File: config.mk
export PLATFORM = sky130hd
export DESIGN_NAME = button_debounce_autorepeat
export DESIGN_NICKNAME = d
export VERILOG_FILES = /design/src/bda_pkg.sv /design/src/bda_button.sv /design/src/button_debounce_autorepeat.sv
export SDC_FILE = /design/constraint.sdc
export NUM_CORES = 1
export LEC_CHECK = 0
export ABC_AREA = 1
export BUFFER_PORTS_ARGS = -buffer_cell sky130_fd_sc_hd__buf_4
export CORE_ASPECT_RATIO = 0.9
export CORE_UTILIZATION = 25
export CTS_CLUSTER_SIZE = 28
export DETAILED_ROUTE_END_ITERATION = 8
export PLACE_DENSITY_LB_ADDON = 0.3
export SKIP_CTS_REPAIR_TIMING = 1
export SYNTH_ARGS = -nofsm -noshare
export SYNTH_HDL_FRONTEND = slang
export SYNTH_SLANG_ARGS = --single-unit
File: constraint.sdc
create_clock -name clk -period 2.3 [get_ports clk]
set_input_delay 0.575 -clock clk [delete_from_list [all_inputs] [get_ports clk]]
set_output_delay 0.575 -clock clk [all_outputs]
set_load 0.005 [all_outputs]
File: src/bda_pkg.sv
`timescale 1ns / 1ps

package bda_pkg;

  // Number of button lanes and width of each hold counter.
  localparam int NUM_BUTTONS = 3;
  localparam int COUNT_WIDTH = 16;

  // Widths of the stream fields and of the configuration registers.
  localparam int FIELD_WIDTH = 3;
  localparam int CFG_WIDTH   = 16;
  localparam int TDATA_WIDTH = 8;

  // Configuration register indexes.
  localparam logic REG_INITIAL_DELAY = 1'b0;
  localparam logic REG_REPEAT_PERIOD = 1'b1;

  // Button phase codes.
  localparam logic [1:0] PH_UP       = 2'd0;
  localparam logic [1:0] PH_DOWN     = 2'd1;
  localparam logic [1:0] PH_PRESSED  = 2'd2;
  localparam logic [1:0] PH_REPEAT   = 2'd3;

  typedef logic [COUNT_WIDTH-1:0] count_t;
  typedef logic [CFG_WIDTH-1:0]   cfg_word_t;

  // Per-tick status of one button after its update.
  typedef struct packed {
    logic press;
    logic held;
  } btn_status_t;

endpackage

File: src/bda_button.sv
`timescale 1ns / 1ps

module bda_button
  import bda_pkg::*;
(
  input  logic        clk,
  input  logic        rst_n,
  input  logic        tick,
  input  logic        level,
  input  cfg_word_t   initial_delay,
  input  cfg_word_t   repeat_period,
  output btn_status_t status
);

  logic [1:0] phase_r, phase_nxt;
  count_t     count_r, count_nxt;
  count_t     count_inc;
  count_t     delay_cnt;
  count_t     period_cnt;

  assign count_inc  = count_r + count_t'(1);
  assign delay_cnt  = count_t'(initial_delay);
  assign period_cnt = count_t'(repeat_period);

  always_comb begin
    phase_nxt    = phase_r;
    count_nxt    = count_r;
    status.press = 1'b0;
    if (level) begin
      case (phase_r)
        PH_UP: begin
          phase_nxt = PH_DOWN;
        end
        PH_DOWN: begin
          phase_nxt    = PH_PRESSED;
          status.press = 1'b1;
        end
        PH_PRESSED: begin
          // The count is compared after the increment, so a delay of zero
          // only matches after the counter wraps.
          if (count_inc == delay_cnt) begin
            count_nxt = '0;
            phase_nxt = PH_REPEAT;
          end else begin
            count_nxt = count_inc;
          end
        end
        PH_REPEAT: begin
          if (count_inc == period_cnt) begin
            count_nxt    = '0;
            status.press = 1'b1;
          end else begin
            count_nxt = count_inc;
          end
        end
        default: begin
          phase_nxt = PH_UP;
          count_nxt = '0;
        end
      endcase
    end else begin
      phase_nxt = PH_UP;
      count_nxt = '0;
    end
    status.held = (phase_nxt == PH_PRESSED) || (phase_nxt == PH_REPEAT);
  end

  always_ff @(posedge clk) begin
    if (!rst_n) begin
      phase_r <= PH_UP;
      count_r <= '0;
    end else if (tick) begin
      phase_r <= phase_nxt;
      count_r <= count_nxt;
    end
  end

endmodule

File: src/button_debounce_autorepeat.sv
`timescale 1ns / 1ps

// Debouncer with auto-repeat for a small group of push buttons.
// Each request on the in_ channel is one sample tick: in_tdata[2:0] holds the
// sampled button levels. Every tick yields exactly one result on the out_
// channel: out_tdata[2:0] is the mask of presses signaled in that tick and
// out_tdata[5:3] the mask of buttons in pressed or repeating phase.
// A button signals one press on its second consecutive high sample, then
// after initial_delay further high ticks starts repeating, with one press
// every repeat_period ticks. A low sample returns it to up.
// Each accepted tick's result is registered in the output register; a tick can be
// accepted every cycle while in_tready is high.
// When the receiver stalls, one more tick is taken into a skid register;
// in_tready then drops until the output drains.
// Reset puts every button in up phase, clears counters and results, and
// loads initial_delay = 50 and repeat_period = 10. The user writes the registers
// via cfg_we/cfg_addr/cfg_wdata while no tick is in flight, unchecked by the block.

module button_debounce_autorepeat
  import bda_pkg::*;
(
  input  logic                   clk,
  input  logic                   rst_n,
  input  logic                   in_tvalid,
  output logic                   in_tready,
  input  logic [TDATA_WIDTH-1:0] in_tdata,   // [2:0] button_levels
  output logic                   out_tvalid,
  input  logic                   out_tready,
  output logic [TDATA_WIDTH-1:0] out_tdata,  // [2:0] press_mask, [5:3] held_mask
  input  logic                   cfg_we,
  input  logic                   cfg_addr,
  input  cfg_word_t              cfg_wdata
);

  localparam int RES_WIDTH = 2 * FIELD_WIDTH;

  cfg_word_t initial_delay_r, repeat_period_r;

  logic                 tick;
  btn_status_t          status [NUM_BUTTONS];
  logic [FIELD_WIDTH-1:0] press_mask, held_mask;
  logic [RES_WIDTH-1:0] result;

  logic                 out_valid_r, out_valid_nxt;
  logic [RES_WIDTH-1:0] out_data_r, out_data_nxt;
  logic                 skid_valid_r, skid_valid_nxt;
  logic [RES_WIDTH-1:0] skid_data_r, skid_data_nxt;

  always_ff @(posedge clk) begin
    if (!rst_n) begin
      initial_delay_r <= cfg_word_t'(50);
      repeat_period_r <= cfg_word_t'(10);
    end else if (cfg_we) begin
      case (cfg_addr)
        REG_INITIAL_DELAY: initial_delay_r <= cfg_wdata;
        REG_REPEAT_PERIOD: repeat_period_r <= cfg_wdata;
        default: ;
      endcase
    end
  end

  assign in_tready = !skid_valid_r;
  assign tick      = in_tvalid && in_tready;

  for (genvar i = 0; i < NUM_BUTTONS; i++) begin : g_lane
    logic level;
    if (i < FIELD_WIDTH) begin : g_sampled
      assign level = in_tdata[i];
    end else begin : g_unsampled
      assign level = 1'b0;
    end
    bda_button u_button (
      .clk           (clk),
      .rst_n         (rst_n),
      .tick          (tick),
      .level         (level),
      .initial_delay (initial_delay_r),
      .repeat_period (repeat_period_r),
      .status        (status[i])
    );
  end

  for (genvar i = 0; i < FIELD_WIDTH; i++) begin : g_mask
    if (i < NUM_BUTTONS) begin : g_used
      assign press_mask[i] = status[i].press;
      assign held_mask[i]  = status[i].held;
    end else begin : g_unused
      assign press_mask[i] = 1'b0;
      assign held_mask[i]  = 1'b0;
    end
  end

  assign result = {held_mask, press_mask};

  // Output register with one skid entry behind it.
  always_comb begin
    out_valid_nxt  = out_valid_r;
    out_data_nxt   = out_data_r;
    skid_valid_nxt = skid_valid_r;
    skid_data_nxt  = skid_data_r;
    if (!out_valid_r || out_tready) begin
      if (skid_valid_r) begin
        out_valid_nxt  = 1'b1;
        out_data_nxt   = skid_data_r;
        skid_valid_nxt = 1'b0;
      end else begin
        out_valid_nxt = tick;
        out_data_nxt  = result;
      end
    end else if (tick) begin
      skid_valid_nxt = 1'b1;
      skid_data_nxt  = result;
    end
  end

  always_ff @(posedge clk) begin
    if (!rst_n) begin
      out_valid_r  <= 1'b0;
      skid_valid_r <= 1'b0;
    end else begin
      out_valid_r  <= out_valid_nxt;
      skid_valid_r <= skid_valid_nxt;
    end
  end

  always_ff @(posedge clk) begin
    out_data_r  <= out_data_nxt;
    skid_data_r <= skid_data_nxt;
  end

  assign out_tvalid = out_valid_r;
  assign out_tdata  = {(TDATA_WIDTH - RES_WIDTH)'(0), out_data_r};

`ifndef SYNTHESIS
  a_skid_behind_out: assert property (@(posedge clk) disable iff (!rst_n)
    skid_valid_r |-> out_valid_r)
    else $error("skid entry held while output register is empty");

  a_press_is_held: assert property (@(posedge clk) disable iff (!rst_n)
    out_valid_r |-> ((out_data_r[FIELD_WIDTH-1:0] & ~out_data_r[RES_WIDTH-1:FIELD_WIDTH]) == '0))
    else $error("press signaled for a button that is not held");

  a_reset_clears: assert property (@(posedge clk)
    !rst_n |=> (!out_tvalid && in_tready))
    else $error("result channel not idle after reset");

  a_full_blocks_input: assert property (@(posedge clk) disable iff (!rst_n)
    (out_valid_r && !out_tready && tick) |=> (skid_valid_r && !in_tready))
    else $error("stalled request did not land in the skid entry");
`endif

endmodule
**After elaboration in Yosys (flattened, before gate mapping)**

Cells that the tools add are included.

- Register bits: 100
- Latch bits: 0
- Memory bits (writable): 0
- Bits in read-only memories: 0
- Input bits: 30
- Output and inout port bits: 10
- Logic and storage cells: 91
- Memories: 0

- $add $sub $neg: 3
- $mul: 0
- Divide/modulo/power cells: 0
- Order comparisons: 0
- Eq/ne operators: 24
- Shift-type cells: 0
- Muxes and demuxes: 32
- Bitwise operators: 3
- Reductions and logical operators: 17

Operators with widths:

| cell | number |
|---|---|
| 2-to-1 mux 16 bit | 9 |
| == test 16 bit | 6 |
| case mux 16 bit (2 select lines) | 3 |
| adder 16 x 1 -> 16 bit, second input constant | 3 |
| == test 2 bit, second input constant | 12 |
| case mux 2 bit (3 select lines) | 3 |
| 2-to-1 mux 2 bit | 6 |
| AND reduction 2 bit | 6 |
| != test 3 x 1 -> 1 bit, second input constant | 3 |
| 2-to-1 mux 1 bit | 7 |
| == test 2 x 1 -> 1 bit, second input constant | 3 |
| zero test 2 bit | 3 |
| 2-to-1 mux 6 bit | 1 |
| case mux 1 bit (2 select lines) | 3 |
| logical OR 1 bit | 4 |
| NOT 1 bit | 3 |
| zero test 1 bit | 2 |
| OR reduction 2 bit | 1 |
| logical AND 1 bit | 1 |

**Depth between registers and ports, before layout**

- Depth after elaboration: 8
- Mapped depth: 16
- Mapped depth without buffers: 15

**Hierarchy**

Synthesis repeated with hierarchy kept, for this count alone.

- Cells, all modules: 1268
- Area total of the unflattened synthesis: 7677.4 µm²

Modules (own cells, without submodules):

| module | instances | cells each | area an instance (µm²) | seq. area each (µm²) |
|---|---|---|---|---|
| bda_button | 3 | 351 | 1945.6 | 360.3 |
| button_debounce_autorepeat | 1 | 215 | 1840.5 | 1041.0 |

**Worst setup path after synthesis**

Ideal clock, no wire load.

- Path kind: register to register
- Start point: reg g_lane[0].u_button.count_r[1]
- End point: reg g_lane[0].u_button.count_r[11]
- Library setup time: 0.132 ns
- Arrival time: 1.882 ns
- Required time: 2.168 ns
- Path slack: 0.286 ns
- Cell stages (with the launch flop): 16
- Path buffers: 1
- Period minus slack after synthesis: 2.014 ns
- Cell sequence: dfxtp_1 -> ha_1 -> nand2_1 -> nor2_4 -> nand2_1 -> nand2_1 -> nand2_1 -> nand2_1 -> nand2_1 -> nor2_1 -> nand2_1 -> nor2_1 -> nand4_2 -> buf_4 -> nand3_1 -> a21oi_1

- Cells in the longest elaborated chain, start to end: 5
- Elaborated cells between the ends (all ways): 7
- Classes of those cells: add/sub (1); eq/ne (2); mux (4)

RTL lines:

| element | RTL line | text |
|---|---|---|
| start: declaration | bda_button.sv:16 | `count_t count_r, count_nxt;` |
| start signal: assignment | bda_button.sv:74 | `count_r <= count_nxt;` |
| adder 16 x 1 -> 16 bit * | bda_button.sv:21 | `assign count_inc = count_r + count_t'(1);` |
| == test 16 bit, on equally long branches | bda_button.sv:49, bda_button.sv:41 |  |
| 2-to-1 mux 16 bit, on equally long branches | bda_button.sv:49, bda_button.sv:41 |  |
| case mux 16 bit (2 select lines) * | bda_button.sv:30 | `case (phase_r)` |
| 2-to-1 mux 16 bit * | bda_button.sv:29 | `if (level) begin` |

Every way passes the cells marked *; elsewhere a longest branch is shown, timed or not.
A chain may end at the register's enable or synchronous reset.

**Worst setup path in the final report**

- Start point: reg g_lane[2].u_button.count_r[1]
- End point: reg g_lane[2].u_button.count_r[10]

- Cells in the longest elaborated chain, start to end: 5
- Elaborated cells between the ends (all ways): 7
- Classes of those cells: add/sub (1); eq/ne (2); mux (4)

RTL lines:

| element | RTL line |
|---|---|
| start: declaration | bda_button.sv:16 |
| start signal: assignment | bda_button.sv:74 |
| adder 16 x 1 -> 16 bit * | bda_button.sv:21 |
| == test 16 bit, on equally long branches | bda_button.sv:49, bda_button.sv:41 |
| 2-to-1 mux 16 bit, on equally long branches | bda_button.sv:49, bda_button.sv:41 |
| case mux 16 bit (2 select lines) * | bda_button.sv:30 |
| 2-to-1 mux 16 bit * | bda_button.sv:29 |

Marks and branches as above.

==> metrics.json <==
{
  "hold_viol": 0,
  "post-route-drc-count": 0,
  "die_h_um": 159,
  "reg2reg_slack_ns": 0.06,
  "crit_fanout": 8,
  "clock_insertion_delay_worst_skew_ns": 0.36,
  "synth_top_cells_by_area": "sky130_fd_sc_hd__dfxtp_1 26%, sky130_fd_sc_hd__nand2_1 21%, sky130_fd_sc_hd__nand3_1 13%, sky130_fd_sc_hd__a21oi_1 7.1%, sky130_fd_sc_hd__nor2_1 6.4%",
  "synth_cell_type_count": 34,
  "dr.first_iter.drc_count": 658,
  "met3_wirelength_mm": 1.16,
  "seqPwrFrac": 0.485,
  "max_clock_freq_mhz": 446,
  "port-buffer-count": 32,
  "timing.critical_path.cells": "ha_4 > nand2_4 > nor2_4 > nand2_1 > nand2_2 > nand2_2 > nand2_1 > nand2_1 > nor2_1 > nand3_2 > nor2_4 > buf_4 > nand3_4 > clkbuf_16 > nand3_2 > a21oi_1",
  "top_cell_by_count_worst_path": "sky130_fd_sc_hd__nand2_1",
  "antenna_found_initial": 0,
  "number_of_cells_produced_by_synthesis": 1155,
  "detail_route.vias_per_cell": 4.88,
  "seqCellArea_um2": 2140,
  "grt-ovfl-total": 0,
  "cts-root-to-sink-buffers": 2,
  "grt_first_pass_wirelength_mm": 36.6,
  "fp.coreArea_um2": 27000,
  "ctsRootBufferMaster": "sky130_fd_sc_hd__clkbuf_16",
  "timing.final.crit_share": 0.976,
  "worst_slew_pin_slew_ns": 1.15,
  "ys_warns": 0,
  "die_width_um": 177,
  "setup_crit_end_kind": "flop",
  "floorplan.rows": 57,
  "drive_gt1_frac": 0.222,
  "total_switching_power_w": 0.00115,
  "run_status": "finished clean",
  "finish.cell_count_without_fillers": 1608,
  "synthToLayoutAreaGrowth_pct": 31.3,
  "detailroute.wirelength.met2_mm": 10.6,
  "synth_top_area_frac": 0.256,
  "slew_violations": 0,
  "yosysSeqAreaShare": 0.308,
  "ff_latch_count_synth": 100,
  "synth.largest_area_cell": "sky130_fd_sc_hd__dfxtp_1",
  "detailed_place.area_um2": 7990,
  "met1_length_mm": 12.0,
  "data_required_time_at_the_worst_endpoint_ns": 2.53,
  "tritoncts": "done",
  "num_antenna_cells": 0,
  "cell_area_after_technology_mapping_um2": 6890,
  "power_density_nw_per_um2": 432,
  "max-cap-violations": 0,
  "standard_cell_with_the_maximum_stage_delay_on_the_critical_path": "sky130_fd_sc_hd__dfxtp_2",
  "worstPathArrival_ns": 2.47,
  "maxUsedRoutingLayer": "met4",
  "grt_start_max_net_pins": 53,
  "setup_viol": 0,
  "period_needed_ns": 2.24,
  "top_level_ports": 40,
  "synthTopCellsByCount": "385 x sky130_fd_sc_hd__nand2_1, 184 x sky130_fd_sc_hd__nand3_1, 118 x sky130_fd_sc_hd__nor2_1, 104 x sky130_fd_sc_hd__inv_1, 97 x sky130_fd_sc_hd__a21oi_1",
  "p_int_w": 0.00275,
  "postRouteAntennaNets": 0,
  "grt_pass1_vias": 6731,
  "total_power_w": 0.00391,
  "drt_first_pass_iters": 5,
  "sw_frac_of_total": 0.295,
  "cts_sinks": 100,
  "nFillCells": 2904,
  "worstPathBufferInverterCount": 2,
  "share_clk_of_total_power": 0.386,
  "initial_utilization": 0.255,
  "postSynth.asyncResetShare": 0,
  "gr-usage-all-layers": 0.167,
  "worst_setup_hold_path_clk_slew_ns": 0.08,
  "timing.slew.headroom": 0.231,
  "gpl_congestion": 0.933,
  "final_core_utilization": 0.335,
  "tritoncts.num_buffers": 9,
  "synth_edf_count": 12,
  "place_hpwl_mm": 17.9,
  "dieArea_um2": 28200,
  "min_path_type": "primary input to flop",
  "synth_top_flop_cell": "sky130_fd_sc_hd__dfxtp_1",
  "combinational_cell_fraction_of_total_power": 0.129,
  "multiInputGateArea_um2": 4770,
  "wire_per_inst_um": 15.0,
  "layout.nets": 1282,
  "critical_path.max_stage_delay_ns": 0.35,
  "worst_path_dominant_cell_family": "simple AND/OR/NAND/NOR gates",
  "rsz_0062_raised_after_global_routing": "yes",
  "htree_depth": 3,
  "leakage_power_nw": 3.52,
  "route.vias.total": 7852,
  "fin_area_um2": 9040,
  "worst_ir_drop_vdd_uv": 268,
  "place_inst": 1575,
  "fin_tns_setup_ns": 0,
  "synthesis.area_per_instance_um2": 5.96,
  "routed_wirelength_mm": 24.1,
  "cp-start-kind": "flop",
  "synth.most_common_cell": "sky130_fd_sc_hd__nand2_1",
  "finalClockSkew_ns": 0.0142,
  "worst-setup-path-type": "flop to flop"
}
==> kinds of logic after synthesis <==
family | synth area share
fa+ha+maj | 0.00545
simple gates | 0.471
xor+xnor | 0.0204
buf+inv | 0.0810
flops | 0.308
compound gates | 0.113
other cells | 0.000545
==> layout make-up <==
cell class                      count  area share
Inverter                          106      0.0440
Multi-Input combinational cell    918       0.527
Tap cell                          354      0.0490
Clock inverter                      6     0.00553
Timing Repair Buffer              114       0.112
Clock buffer                       10      0.0253
Sequential cell                   100       0.237
==> metrics by stage <==
stage                     worst slack [ns]  hold slack [ns]
after global placement              0.0353            0.463
final                               0.0554            0.420
after CTS                          -0.0239            0.408
after detailed placement           0.00198            0.468
after global routing               -0.0634            0.425
after floorplan                      0.286            0.454
==> metal layers <==
metal | vias up | GRT usage
met3 | 26 | 0.0205
met1 | 3640 | 0.246
met4 | 0 | 0.0435
met2 | 206 | 0.253
li1 | 3980 | -
met5 | - | 0
==> state kept, by name, indices dropped and copies added (netlist names) <==
| name | count |
|---|---|
| out_data_r | 6 |
| out_tvalid | 1 |
| skid_data_r | 6 |
| g_lane.u_button.count_r | 48 |
| repeat_period_r | 16 |
| g_lane.u_button.phase_r | 6 |
| skid_valid_r | 1 |
| initial_delay_r | 16 |
==> layout by cell type (no fill, tap or decap), drive strengths merged <==
cell,synthesis,final
dfxtp,88,88
xnor2,6,6
edfxtp,12,12
nand2,387,387
inv,105,106
and2,1,1
buf,10,111
clkinvlp,0,4
o211ai,3,3
clkbuf,22,13
nand3,188,188
nor2,139,139
a31oi,1,1
nand3b,3,3
o21bai,4,4
xor2,10,10
o21ai,43,43
ha,3,3
a21oi,97,97
clkinv,1,2
nand4,29,29
a211oi,1,1
a21o,1,1
conb,1,2
==> worst register-to-register path, cell delays in order (launching register included) <==
cell and delay [ns]:
sky130_fd_sc_hd__dfxtp_2 0.35, sky130_fd_sc_hd__ha_4 0.16, sky130_fd_sc_hd__nand2_4 0.06, sky130_fd_sc_hd__nor2_4 0.24
sky130_fd_sc_hd__nand2_1 0.11, sky130_fd_sc_hd__nand2_2 0.09, sky130_fd_sc_hd__nand2_2 0.06, sky130_fd_sc_hd__nand2_1 0.06
sky130_fd_sc_hd__nand2_1 0.05, sky130_fd_sc_hd__nor2_1 0.11, sky130_fd_sc_hd__nand3_2 0.11, sky130_fd_sc_hd__nor2_4 0.15
sky130_fd_sc_hd__buf_4 0.14, sky130_fd_sc_hd__nand3_4 0.11, sky130_fd_sc_hd__clkbuf_16 0.20, sky130_fd_sc_hd__nand3_2 0.06
sky130_fd_sc_hd__a21oi_1 0.05
==> power groups by stage <==
stage / sequential [W] / clock [W] / combinational, W
floorplan: 0.00191 / 0 / 0.000289
global placement: 0.00193 / 0 / 0.000468
detailed placement: 0.00193 / 0 / 0.000471
CTS: 0.00189 / 0.00155 / 0.000473
global route: 0.00190 / 0.00161 / 0.000559
finish: 0.00190 / 0.00151 / 0.000503
==> final timing paths <==
path | from | end | cells past startpoint
setup / recovery | g_lane[2].u_button.count_r[1] | g_lane[2].u_button.count_r[10] | 16
hold / removal | cfg_wdata[1] | repeat_period_r[1] | 3
setup reg to reg | g_lane[2].u_button.count_r[1] | g_lane[2].u_button.count_r[10] | 16
hold reg to reg | g_lane[1].u_button.count_r[15] | g_lane[1].u_button.count_r[15] | 2
(Power assumes the default switching activity.)
